### config.mk
export PLATFORM = sky130hd
export DESIGN_NAME = fdrq_ram
export DESIGN_NICKNAME = d
export VERILOG_FILES = /design/src/sv/fdrq_ram.sv
export SDC_FILE = /design/constraint.sdc
export NUM_CORES = 1
export LEC_CHECK = 0
export ABC_AREA = 0
export BUFFER_PORTS_ARGS = -buffer_cell sky130_fd_sc_hd__buf_2
export CORE_UTILIZATION = 23
export CTS_CLUSTER_SIZE = 20
export DETAILED_ROUTE_END_ITERATION = 12
export SETUP_SLACK_MARGIN = 0.2
export SLEW_MARGIN = 25
export SYNTH_ARGS = -nofsm -noshare
export SYNTH_HDL_FRONTEND = slang
export SYNTH_SLANG_ARGS = --single-unit
### constraint.sdc
create_clock -name clk -period 1.75 [get_ports clk]
set_input_delay 0.0875 -clock clk [delete_from_list [all_inputs] [get_ports clk]]
set_output_delay 0.0875 -clock clk [all_outputs]
set_load 0.05 [all_outputs]
### src/sv/fdrq_ram.sv
`timescale 1ns / 1ps
`default_nettype none

module fdrq_ram #(
  parameter int WIDTH = 8,
  parameter int DEPTH = 16
) (
  input  logic                                       clk,
  input  logic                                       we,
  input  logic [((DEPTH > 1) ? $clog2(DEPTH) : 1)-1:0] wr_addr,
  input  logic [WIDTH-1:0]                           wr_data,
  input  logic                                       rd_en,
  input  logic [((DEPTH > 1) ? $clog2(DEPTH) : 1)-1:0] rd_addr,
  output logic [WIDTH-1:0]                           rd_data
);

  logic [WIDTH-1:0] mem [DEPTH];

  always_ff @(posedge clk) begin
    if (we) begin
      mem[wr_addr] <= wr_data;
    end
    if (rd_en) begin
      rd_data <= mem[rd_addr];
    end
  end

endmodule

`default_nettype wire

# Word level (Yosys, flattened, before mapping)
# Memory sizes are Yosys's and may differ from the RTL's. A register that Yosys moved wholly into a read port is not among the register bits.
# Cells that the tools add are included.
[classes] mul=0 n_reduce_logical=0 addsub=0 bitwise_logic=0 shift=0 order_cmp=0 n_eq_ne=0 div_mod_pow=0 mux=2
[op_table] operator="$mux W1" count=2
[word_totals] in_bits=19 register_bits=0 ramBits=128 word_cells=3 memories=1 latch_bits=0 rom_bits=0 out_inout_bits=8
[mem_list] memory="mem" words=16 width=8 rd=1 rd_ports_with_merged_regs=1 wr=1 line="17" text="logic [WIDTH-1:0] mem [DEPTH];"

# Depth between registers and ports, before layout
# Gate-level depths: netlist of run 1.
[depth] word_depth=2 ltp_mapped=5 mapped_depth_nobuf=3

# Worst setup path after synthesis of run 1
# No wires, ideal clock.
[synth_path] path_type="input -> register" from="in wr_addr[2] in the netlist's numbering" to="mem mem[0][0], enable pin" required_time_ns=1.367 setup_slack_ns=0.170 t_arrival_ns=1.197 stages=2 n_path_buf=0 setup_ns=0.383 cell_sequence="or3b_2 > nor3_1"
[synth_lines] element="from (decl)" line="10" text="input logic [((DEPTH > 1) ? $clog2(DEPTH) : 1)-1:0] wr_addr,"
[synth_lines] element="to (decl)" line="17"
# Straight into the memory's write port.

==> results.ini, run 1 <==
[cts]
cts.sinks=136
cts_hold_buffers=0
root_buffer=clkbuf_16
insertion_delay_ns=0.41
clk_pin_slew_ns=0.06
cts_htree_levels=4
cts_setup_buffers=0
cts.repair.resized=0
cts_buffers=17
cts_max_path_buffers=2
cts_tree=yes

[power]
p_seq_frac=0.477
power.density_nw_per_um2=1190
p_sw_w=0.00154
clock_power_share=0.471
power_frac_comb=0.052
p_sw_frac=0.199
ir_drop_mv=0.684
finalPower_w=0.00774
internal_power_w=0.00620
p_leak_nw=2.15

[run_status]
status=finished, violations left
violations=DRC

[grt]
gr-total-overflow=0
grt_pass1_wl_microns=16000
grt_pass1_vias=2625
grt_use_total=0.0955
antenna_found_initial=2
grt_max_degree=33

[sta]
fin_setup_tns_ns=0
grt_setup_unrepaired=false
slew_headroom=0.708
tightest_slew_ns=0.438
hold_viol=0
min_period_ns=1.50
max_freq_ghz=0.665
finClkSkew_ns=0.00459
holdWs_ns=0.0633
min_period_over_period=0.859
final-setup-viol-count=0
final_max_slew_viol_count=0

[yosys]
synth_common_cells=edfxtp_1 (136), mux4_2 (18), a22oi_1 (16), mux4_1 (14), nor2_1 (13)
post-synth-top-area-cell=edfxtp_1
yosysWarnings=0
synth_xor_xnor_area_share=0
synthMuxAreaShare=0.148
synth_ff_type=edfxtp_1
synthTopCellsByArea=edfxtp_1 (78%), mux4_2 (7.8%), mux4_1 (7.0%)
yosys.area.top_type_share=0.781
synthArstFlopShare=0
synth_edf_count=136
synth_compound_area_frac=0.0230
synth_cell_types=18
syn_area_sq_um=5230
syn_nets=248
syn_inst=229
synth-adder-area-share=0
synthSimpleGateAreaFrac=0.0314
synth_top_family_by_area=multiplexers
synth_most_common_cell=edfxtp_1
ys_ff_latch=136
avgSynthCellArea_sq_um=22.8
seq_area_frac_synth=0.781

[placed_design]
io_buffers=26
placed_area_sq_um=5850
hpwl_microns=7050
gp_congestion=0.716
place_inst=550

[route]
wirelength_microns=10500
drc=2
drtIter0Drc=195
drt_first_pass_iters=8
wire_per_inst_microns=18.1
vias=2446
drtAntennaViolNets=0
vias_per_cell=4.20

[critical_path]
crit_path_end_kind=flip-flop
worst_setup_path_start_kind=flip-flop
crit_required_ns=1.90
reg2regPathDepth=3
worstReg2RegStart=mem[3][4]
rrSetupSlack_ns=0.25
worstSetupPathType=flip-flop to flip-flop
crit_fanout=1
arrival_ns=1.66
crit_path_start=mem[3][4]

[worst_hold_path]
hp-class=input pin to flip-flop
hold_start=wr_data[0]
holdPathStages=1

[floorplan]
num_rows=54
io_pins=27
initial_core_util=0.237
die_y_microns=153
core_area_sq_um=22000
die_w_microns=153
die_area_sq_um=23300

[flow_run]
drv_cap=0

[cells_and_area]
syn_to_final_growth_pct=23.9
final_area_sq_um=6480
drive_gt1_frac=0.338
nets=308
stdcell_count=583

[worst max-delay path, stage by stage (launching register included)]
cell      delay (ns)
edfxtp_1        0.36
mux4_2          0.47
a22oi_1         0.32
nand2_1         0.10
[layout by cell type (no fill, tap or decap), types with 4 or more instances in the layout]
master and count:
edfxtp_1 136, buf_2 26, buf_4 22, mux4_2 18, clkbuf_16 17, a22oi_1 14, mux4_1 14, nor2_1 13
nand2_1 9, bufinv_16 4
[state kept, by name, summed over array words and instances (netlist names)]
signal / flops
mem: 128
rd_data: 8
[area by class of cell]
type / instances / area [sq um]
Fill cell: 2129 / 15500
Sequential cell: 136 / 4080
Multi-Input combinational cell: 83 / 1070
Clock buffer: 19 / 433
Timing Repair Buffer: 51 / 355
Tap cell: 280 / 350
Clock inverter: 13 / 179
Antenna cell: 1 / 2.50
[final timing paths]
check	to
max	rd_data[4]
min	mem[4][0]
max reg2reg	rd_data[4]
min reg2reg	rd_data[0]
[metal layers]
layer,up-vias,wire length [microns],GRT usage
li1,1104,-,-
met1,1275,4770,0.120
met2,51,5090,0.151
met3,14,462,0.0259
met4,2,197,0.0491
met5,-,13,0
[cells by family after synthesis]
family / count (synthesis)
AOI/OAI and AO/OA: 16
and+or+nand+nor: 35
buffers and inverters: 10
muxes: 32
DFF: 136
[metrics by stage]
stage,setup WS [ns],utilization
2_1_floorplan,0.380,-
3_3_place_gp,0.0747,0.266
3_5_place_dp,0.0892,0.266
4_1_cts,0.229,0.293
5_1_grt,0.201,0.294
6_report,0.246,0.294
[power groups by stage]
stage          Clock (W)  Sequential (W)  Combinational [W]
4_1_cts          0.00368         0.00370           0.000405
3_5_place_dp           0         0.00376           0.000404
3_3_place_gp           0         0.00376           0.000394
2_1_floorplan          0         0.00381           0.000185
6_report         0.00364         0.00369           0.000402
5_1_grt          0.00382         0.00370           0.000431
(Power assumes the default switching activity.)
==> run 2: changes to the inputs <==
CORE_MARGIN = 8   (was not set)
CTS_BUF_LIST = sky130_fd_sc_hd__clkbuf_2 sky130_fd_sc_hd__clkbuf_4 sky130_fd_sc_hd__clkbuf_8   (was not set)
clock period = 1.4 ns   (was 1.75 ns; I/O delays follow)
==> run 2 against run 1 <==
  * The run ends with setup timing left
  * Worst hold slack lost 0.037 ns
  * Global-route usage shrank 1.5 points
  * Via count grew 0.53%
  * Sequential power grew 25%
  * Clock power shrank 9.6%
  * Critical endpoint is now rd_data[6]
  * Largest power group unchanged
==> results.ini, run 2 (synthesized netlist as in run 1, its figures left out) <==
[run_status]
status=finished, violations left
violations=setup timing

[sta]
min_period_ns=1.43
slew_headroom=0.347
grt_setup_unrepaired=true
tightest_slew_ns=0.976
final_max_slew_viol_count=0
finalWorstSetupSlack_ns=-0.0254
min_period_over_period=1.02
max_freq_ghz=0.702
hold_viol=0
finClkSkew_ns=0.00923
final-setup-viol-count=3

[cts]
cts_tree=yes
cts_buffers=17
cts_htree_levels=4
cts_setup_buffers=0
insertion_delay_ns=0.43
clk_pin_slew_ns=0.08
root_buffer=clkbuf_8
cts_max_path_buffers=2
cts.sinks=136

[critical_path]
worst_setup_path_start_kind=flip-flop
timing.rr.end=rd_data[6]
crit_path_end_kind=flip-flop
arrival_ns=1.60
reg2regPathDepth=3
worstSetupPathType=flip-flop to flip-flop
crit_fanout=1
rrSetupSlack_ns=-0.03
worstReg2RegStart=mem[11][6]
crit_required_ns=1.57

[route]
vias=2459
drt_first_pass_iters=4
wirelength_microns=10600
drtIter0Drc=219
wire_per_inst_microns=18.1
drtAntennaViolNets=0
vias_per_cell=4.17
drc=0

[placed_design]
placed_area_sq_um=5890
pre_cts_slack_ns=-0.249
place_inst=556
hpwl_microns=7420
io_buffers=26
gp_congestion=0.704

[floorplan]
die_w_microns=167
core_area_sq_um=22500
initial_core_util=0.232
num_rows=55
die_area_sq_um=27800
die_y_microns=167
io_pins=27

[power]
finalPower_w=0.00844
p_leak_nw=2.03
power.density_nw_per_um2=1330
ir_drop_mv=0.457

[cells_and_area]
final_cell_mix=edfxtp_1 (136), mux4_2 (32), buf_2 (23)
nets=310
regMostFlops=mem
n_antenna_cell=0
stdcell_count=589
post-route-util=0.282
layout_commonest_cell=edfxtp_1
syn_to_final_growth_pct=21.4
largest_register_ffs=128
drive_gt1_frac=0.421
largestRegisters=mem (128), rd_data (8)
final_area_sq_um=6350

[grt]
gr-total-overflow=0
grt_use_total=0.0805
grt_max_degree=17
antenna_found_initial=0
grt_pass1_wl_microns=16400
grt_pass1_vias=2660

[worst_hold_path]
min_to=mem[4][4]
holdPathStages=1
hp-class=input pin to flip-flop
hold_start=wr_data[4]

[flow_run]
drv_cap=0

-- run 2: worst max-delay path: stages, from the launching register on --
cell	delay [ns]
edfxtp_1	0.36
mux4_2	0.49
a22oi_1	0.25
nand2_1	0.08
-- run 2: timing repair --
item,CTS,global route
resized for setup,12,2
hold endpoints to repair,6,0
setup endpoints to repair,10,11
pin swaps,1,1
hold buffers,1,0
-- run 2: routing by layer --
metal	vias to the layer above	wire, microns	part of all wire	global-route usage
met5	-	0	0	0
met4	0	112	0.011	0.0353
met3	11	676	0.063	0.0307
met2	74	5270	0.49	0.128
met1	1283	4590	0.43	0.0964
li1	1091	-	-	-
-- run 2: layout make-up --
cell class / instances / area, sq um
Fill cell: 2166 / 16200
Sequential cell: 136 / 4080
Multi-Input combinational cell: 83 / 1070
Timing Repair Buffer: 53 / 425
Tap cell: 285 / 357
Clock buffer: 18 / 241
Clock inverter: 14 / 174
-- run 2: power by group --
| group | leakage (nW) | internal (W) | total, W | switching [W] |
|---|---|---|---|---|
| Combinational | 0.594 | 0.000217 | 0.000546 | 0.000328 |
| Clock | 0.201 | 0.00179 | 0.00329 | 0.00150 |
| Sequential | 1.24 | 0.00458 | 0.00461 | 0.0000275 |
| Total | 2.03 | 0.00659 | 0.00844 | 0.00185 |
-- run 2: worst max-delay path by stage --
stage,start,endpoint,slack (ns),depth (start not counted)
after floorplan,rd_addr[0],rd_data[2],0.11,5
after global placement,rd_addr[0],rd_data[2],-0.22,5
after detailed placement,rd_addr[0],rd_data[1],-0.25,5
after CTS,mem[7][1],rd_data[1],-0.03,3
after global routing,mem[3][2],rd_data[2],-0.09,3
final,mem[11][6],rd_data[6],-0.03,3
-- run 2: metrics by stage --
step / setup TNS (ns) / hold slack (ns)
after floorplan: 0 / 0.169
after global placement: -1.52 / 0.460
after detailed placement: -1.55 / 0.463
after CTS: -0.0836 / 0.00266
after global routing: -0.411 / 0.00107
final: -0.0420 / 0.0265
