### src/sv/fdrq_pkg.sv
`timescale 1ns / 1ps
`default_nettype none

package fdrq_pkg;

  // Item actions
  localparam logic [1:0] ACT_REP_REPORT   = 2'd0;
  localparam logic [1:0] ACT_DET_REPORT   = 2'd1;
  localparam logic [1:0] ACT_DET_SETTINGS = 2'd2;
  localparam logic [1:0] ACT_REP_START    = 2'd3;

  // Configuration register indexes
  localparam int CFG_IDX_W = 2;
  localparam int CFG_DATA_W = 16;
  localparam logic [CFG_IDX_W-1:0] CFG_REP_CONFIRM  = 2'd0;
  localparam logic [CFG_IDX_W-1:0] CFG_OFFLINE_LIM  = 2'd1;
  localparam logic [CFG_IDX_W-1:0] CFG_REAL_CONFIRM = 2'd2;
  localparam logic [CFG_IDX_W-1:0] CFG_PRE_CONFIRM  = 2'd3;

  localparam logic [15:0] RST_REP_CONFIRM  = 16'd1;
  localparam logic [7:0]  RST_OFFLINE_LIM  = 8'd3;
  localparam logic [7:0]  RST_REAL_CONFIRM = 8'd3;
  localparam logic [7:0]  RST_PRE_CONFIRM  = 8'd3;

  // Detector limits per type
  localparam logic [7:0] SMOKE_MIN      = 8'd7;
  localparam logic [7:0] HEAT_MIN       = 8'd40;
  localparam logic [7:0] SMOKE_PRE_DEF  = 8'd8;
  localparam logic [7:0] SMOKE_REAL_DEF = 8'd12;
  localparam logic [7:0] HEAT_PRE_DEF   = 8'd60;
  localparam logic [7:0] HEAT_REAL_DEF  = 8'd80;
  localparam logic [7:0] SMOKE_MAX      = 8'd22;
  localparam logic [7:0] HEAT_MAX       = 8'd120;
  localparam logic [7:0] SILENT_VALUE   = 8'd255;

  localparam logic [15:0] STATUS_MASK = 16'h7FFF;

  typedef struct packed {
    logic [1:0]  action;
    logic [5:0]  repeater_addr;
    logic [15:0] repeater_data;
    logic [7:0]  detector_addr;
    logic [7:0]  detector_data;
    logic [7:0]  pre_threshold;
    logic [7:0]  real_threshold;
    logic        smoke_type;
    logic        comm_stop;
    logic [15:0] start_address;
  } req_t;

  typedef struct packed {
    logic [15:0] result_value;
    logic        index_valid;
    logic        pre_fire;
    logic        real_fire;
    logic        led_on;
    logic        offline;
  } rsp_t;

  typedef struct packed {
    logic [7:0] reading;
    logic [7:0] pre_limit;
    logic [7:0] real_limit;
    logic [7:0] pre_hits;
    logic [7:0] real_hits;
    logic [7:0] silent_hits;
    logic       smoke;
    logic       stop;
    logic       offline;
    logic       real_fire;
    logic       pre_fire;
    logic       led;
  } det_entry_t;

  typedef struct packed {
    logic [15:0] status;
    logic [15:0] change_hits;
    logic [15:0] first_slot;
  } rep_entry_t;

  typedef struct packed {
    logic [7:0] offline_limit;
    logic [7:0] real_fire_confirm;
    logic [7:0] pre_fire_confirm;
  } det_cfg_t;

endpackage

`default_nettype wire

### src/sv/fdrq_det_logic.sv
`timescale 1ns / 1ps
`default_nettype none

module fdrq_det_logic (
  input  fdrq_pkg::det_entry_t cur,
  input  fdrq_pkg::det_cfg_t   cfg,
  input  fdrq_pkg::req_t       item,
  output fdrq_pkg::det_entry_t upd,
  output logic [7:0]           value
);

  import fdrq_pkg::*;

  logic [7:0] type_min;
  logic [7:0] type_max;
  logic [7:0] data;
  logic [7:0] hits;
  logic       limits_ok;

  assign data      = item.detector_data;
  assign type_min  = cur.smoke ? SMOKE_MIN : HEAT_MIN;
  assign type_max  = cur.smoke ? SMOKE_MAX : HEAT_MAX;
  assign limits_ok = (cur.real_limit > type_min) && (cur.pre_limit > type_min);

  always_comb begin
    upd   = cur;
    value = '0;
    hits  = '0;
    if (item.action == ACT_DET_SETTINGS) begin
      upd.pre_limit  = item.pre_threshold;
      upd.real_limit = item.real_threshold;
      upd.smoke      = item.smoke_type;
      upd.stop       = item.comm_stop;
      upd.pre_fire   = 1'b0;
      upd.real_fire  = 1'b0;
      upd.led        = 1'b0;
    end else if (data == SILENT_VALUE) begin
      hits = cur.silent_hits + 8'd1;
      if (hits > cfg.offline_limit) begin
        upd.silent_hits = '0;
        upd.offline     = 1'b1;
      end else begin
        upd.silent_hits = hits;
      end
      upd.reading = '0;
    end else begin
      upd.offline = 1'b0;
      upd.reading = data;
      value       = data;
      if (!cur.stop && !cur.real_fire) begin
        // limits too low for the type: fall back to defaults, skip threshold checks for this reading
        if (!limits_ok) begin
          upd.pre_limit  = cur.smoke ? SMOKE_PRE_DEF : HEAT_PRE_DEF;
          upd.real_limit = cur.smoke ? SMOKE_REAL_DEF : HEAT_REAL_DEF;
        end
        if (data > type_max) begin
          // out of range for the type: keep the previous reading
          upd.reading = cur.reading;
          value       = cur.reading;
        end else if (limits_ok) begin
          if (data >= cur.real_limit) begin
            hits = cur.real_hits + 8'd1;
            if (hits >= cfg.real_fire_confirm) begin
              upd.real_hits = cfg.real_fire_confirm;
              upd.real_fire = 1'b1;
              upd.led       = 1'b1;
            end else begin
              upd.real_hits = hits;
            end
          end else begin
            upd.real_hits = '0;
            if (data >= cur.pre_limit) begin
              hits = cur.pre_hits + 8'd1;
              if (hits >= cfg.pre_fire_confirm) begin
                upd.pre_hits = cfg.pre_fire_confirm;
                upd.pre_fire = 1'b1;
                upd.led      = 1'b1;
              end else begin
                upd.pre_hits = hits;
              end
            end else begin
              upd.pre_hits = '0;
              upd.pre_fire = 1'b0;
              upd.led      = 1'b0;
            end
          end
        end
      end
    end
  end

endmodule

`default_nettype wire
### config.mk
export PLATFORM = sky130hd
export DESIGN_NAME = fdrq_det_logic
export DESIGN_NICKNAME = d
export VERILOG_FILES = /design/src/sv/fdrq_pkg.sv /design/src/sv/fdrq_det_logic.sv
export SDC_FILE = /design/constraint.sdc
export NUM_CORES = 1
export LEC_CHECK = 0
export CAP_MARGIN = 20
export CELL_PAD_IN_SITES_DETAIL_PLACEMENT = 0
export CELL_PAD_IN_SITES_GLOBAL_PLACEMENT = 2
export CORE_MARGIN = 2
export CORE_UTILIZATION = 32
export DETAILED_ROUTE_END_ITERATION = 12
export DONT_BUFFER_PORTS = 1
export PLACE_DENSITY_LB_ADDON = 0.2
export SLEW_MARGIN = 20
export SYNTH_ARGS = -nofsm -noshare
export SYNTH_HDL_FRONTEND = slang
export SYNTH_SLANG_ARGS = --single-unit
### constraint.sdc
create_clock -name vclk -period 3.7
set_input_delay 0.185 -clock vclk [all_inputs]
set_output_delay 0.185 -clock vclk [all_outputs]
set_load 0.03 [all_outputs]
# --- Word level (Yosys, flattened, before mapping) ---
# Cells that the tools add are included.
word_totals:
  reg_bits: 0
classes:
  n_reduce_logical: 4
  eq_ne: 2
  order_cmp: 8
  n_addsub: 3
  mux: 40
ops:
  columns: ["cell", "n"]
  rows:
  - ["$mux W8", 13]
  - ["$mux W16", 4]
  - ["$mux W40", 1]
  - ["$ge A8 B8 Y1", 4]
  - ["$mux W32", 1]
  - ["$add A8 B1 Y8 const B", 3]
  - ["$mux W24", 1]
  - ["$gt A8 B6 Y1", 2]
  - ["$mux W3", 5]
  - ["$mux W7", 2]
  - ["$mux W6", 2]
  - ["$eq A8 B8 Y1 const B", 1]
  - ["$gt A8 B7 Y1", 1]
  - ["$gt A8 B8 Y1", 1]
  - ["$mux W1", 8]
  - ["$mux W2", 3]
  - ["$eq A2 B2 Y1 const B", 1]
  - ["$logic_and A1 B1 Y1", 2]
  - ["$logic_not A1 Y1", 2]

# --- Logic depth before layout (Yosys ltp) ---
logic_depth:
  word_depth: 10
  depth_mapped: 12

# --- Worst setup path before layout ---
# Ideal clock, no wire load.
synth_timing:
  path_kind: "input-to-output"
  from: "input port cur[14] (netlist name)"
  to: "output port upd[19] (netlist name)"
  n_path_buf: 1
  setup_slack_ns: 0.629
  arrival_ns: 2.886
  stages: 10
  path_cell_list: "ha_1 -> nand3_1 -> nor2_1 -> xor2_1 -> ha_1 -> a21o_1 -> a221oi_2 -> clkbuf_1 -> a31oi_1 -> o32ai_1"
synth_rtl:
  columns: ["item", "line_no", "rtl"]
  rows:
  - ["start: declaration", "fdrq_det_logic.sv:5", "input fdrq_pkg::det_entry_t cur,"]
  - ["end: declaration", "fdrq_det_logic.sv:8", "output fdrq_pkg::det_entry_t upd,"]

==> results.sh <==
export IMPL_synth_seq_area_share_pct=0
export IMPL_outcome="finished clean"
export IMPL_cp_common_cell="ha_1"
export IMPL_path_class="in -> out"
export IMPL_yosys_mux_area_fraction_pct=3.135
export IMPL_seq_cells=0
export IMPL_cts_resized=0
export IMPL_dp_cells=559
export IMPL_cap_violations=0
export IMPL_slew_violations=0
export IMPL_irDropWorstVdd_mv=0.04622
export IMPL_antenna_left=0
export IMPL_synth_compound_area_share_pct=31.13
export IMPL_n_clock_buffer=0
export IMPL_grt_first_pass_wirelength_um=14880
export IMPL_yosysTopAreaCellShare_pct=25.25
export IMPL_yosys_top_cells_area="ha_1, inv_1, o21ai_0, nand2_1, nor2_1"
export IMPL_io_pin_count=214
export IMPL_hold_end="upd[6]"
export IMPL_critPathSlowestCell="a221o_1"
export IMPL_dieArea_sq_mm=0.009756
export IMPL_path_max_fanout=8
export IMPL_postCtsSetupBuffers=0
export IMPL_p_leak_nw=1.580
export IMPL_powerDensity_mw_per_mm2=155.0
export IMPL_grt_max_degree=32
export IMPL_fmax_mhz=324.3
export IMPL_diodes=0
export IMPL_setup_ws_ns=0.6165
export IMPL_core_sq_mm=0.008721
export IMPL_drt_pass1_iterations=4
export IMPL_wl_per_cell_um=16.80
export IMPL_yosysUniqueCellTypes=50
export IMPL_synth_xor_xnor_area_share_pct=5.485
export IMPL_fin_crit_sh_pct=83.34
export IMPL_regArea_sq_um=0
export IMPL_rows=34
export IMPL_grt_overflow_total=0
export IMPL_drc=0
export IMPL_synth_top_family_by_area="compound AO/OA/AOI/OAI gates"
export IMPL_area_growth_pct=13.23
export IMPL_drive_above_1_share_pct=10.86
export IMPL_die_h_um=98.77
export IMPL_maxSlewHeadroom_pct=38.01
export IMPL_finalHoldViolCount=0
export IMPL_dr_first_iter_drc_count=88
export IMPL_syn_nets=634
export IMPL_fin_tns_setup_ns=0
export IMPL_final_nets=663
export IMPL_fin_cells=559
export IMPL_hold_depth=2
export IMPL_synth_fa_ha_area_share_pct=25.25
export IMPL_grt_pass1_vias=3002
export IMPL_synth_top_cell_by_area="ha_1"
export IMPL_hold_start="cur[6]"
export IMPL_yosys_area_share_simple_pct=26.73
export IMPL_num_vias=3187
export IMPL_arrival_ns=2.90
export IMPL_path_cells="ha_1, and3_1, nand3_1, xnor2_1, ha_1, a21o_1, a221o_1, or2_0, a311o_1, a22o_1"
export IMPL_wl_um=9391
export IMPL_slowest_delay_ns=0.42
export IMPL_holdBufCountCts=0
export IMPL_start_kind="input port"
export IMPL_hpwl_um=7923
export IMPL_hold_path_class="in -> out"
export IMPL_io_buffers=0
export IMPL_setup_viol=0
export IMPL_place_ws_ns=0.6014
export IMPL_synthesis_instances=424
export IMPL_worst_pin_slew_ns=0.9201
export IMPL_start_util_pct=32.96
export IMPL_min_period_ns=3.084
export IMPL_fp_dieW_um=98.77
export IMPL_rsz0062_at_grt="no"
export IMPL_end_kind="primary output"
export IMPL_vias_per_cell=5.701
export IMPL_antenna_found_initial=0
export IMPL_avgSynthCellArea_sq_um=6.778
export IMPL_yosysWarningCount=0
export IMPL_grt_usage_pct=17.89
export IMPL_required_ns=3.51
export IMPL_place_congestion=0.7759
export IMPL_synth_area_sq_mm=0.002874
-- cells by family after synthesis --
| kind of cell | Yosys count |
|---|---|
| adders and majority gates | 58 |
| xor gates and xnor gates | 18 |
| and+or+nand+nor | 155 |
| muxes | 9 |
| buffers and inverters | 61 |
| AOI/OAI and AO/OA | 123 |
-- worst max-delay path, delay by kind of cell --
family / cells / cell delay (ns)
AO/OA/AOI/OAI: 4 / 1.37
AND/OR/NAND/NOR: 3 / 0.72
adder cells (fa/ha/maj): 2 / 0.44
XOR/XNOR: 1 / 0.18
-- metrics by stage --
step | area, sq um | power, mW | util, % | hold slack, ns
global route | 3254 | 0.5602 | 37.32 | 0.5880
floorplan | 2874 | 0.3945 | - | 0.5805
global placement | 3254 | 0.5021 | 37.32 | 0.5849
detailed placement | 3254 | 0.5068 | 37.32 | 0.5827
CTS | 3254 | 0.5091 | 37.32 | 0.5862
finish | 3254 | 0.5043 | 37.32 | 0.5855
-- cell type report --
type	count	area, sq um
timing repair buffer	40	300.3
tap	108	135.1
inverter	48	180.2
multi-input combinational	363	2639
fill	956	5466
-- placed cells by master (no fill, tap or decap), drive strengths merged, types with 2 or more instances in the layout --
master / count
or2: 2
a221oi: 2
a21oi: 16
o21ai: 32
nand4b: 3
a2111oi: 4
nand2: 39
o21a: 6
nor3b: 2
o22ai: 3
o31ai: 15
ha: 58
a211o: 4
o2bb2ai: 6
nand2b: 7
o32ai: 3
xor2: 8
nand3: 17
and3: 7
a211oi: 7
nor2b: 6
xnor2: 10
nor2: 38
a22o: 9
nor3: 21
inv: 48
mux2i: 9
a31oi: 2
a21o: 8
and4b: 3
nand4: 5
buf: 40
-- Yosys cell counts, types with 2 or more instances --
library cell  instances
a2111oi_0             2
a2111oi_4             2
a211o_1               4
a211oi_1              7
a21o_1                8
a21oi_1              16
a221oi_2              2
a22o_1                9
a31oi_1               2
and3_1                7
and4b_1               3
buf_4                 2
clkbuf_1             10
ha_1                 58
inv_1                48
mux2i_1               9
nand2_1              38
nand2b_1              7
nand3_1              17
nand4_1               5
nand4b_1              3
nor2_1               38
nor2b_1               6
nor3_1               19
nor3_2                2
nor3b_1               2
o21a_1                6
o21ai_0              31
o22ai_1               3
o2bb2ai_1             6
o31ai_1              15
o32ai_1               3
xnor2_1              10
xor2_1                8
-- worst max path at each step --
stage / end / from / cells after the start
final: upd[22] / cur[22] / 10
after floorplan: upd[19] / cur[14] / 10
after CTS: upd[22] / cur[22] / 10
after global placement: upd[22] / cur[22] / 10
after detailed placement: upd[22] / cur[22] / 10
after global routing: upd[22] / cur[22] / 10
-- metal layers --
metal  vias to the layer above  GRT usage [%]  share of wire (%)  wire length [um]
li1                       1623              -                  -                 -
met1                      1444          24.74                 46              4306
met2                       120          31.24                 47              4382
met3                         0          2.837                7.5               703
met4                         0              0                  0                 0
met5                         -              0                  0                 0
-- report_power, final --
part / leakage (nW) / internal, mW / switching [mW]
combinational: 1.58 / 0.182 / 0.322
sequential: 0 / 0 / 0
clock: 0 / 0 / 0
total: 1.58 / 0.182 / 0.322
No activity file was read; power rests on OpenSTA's default activity.
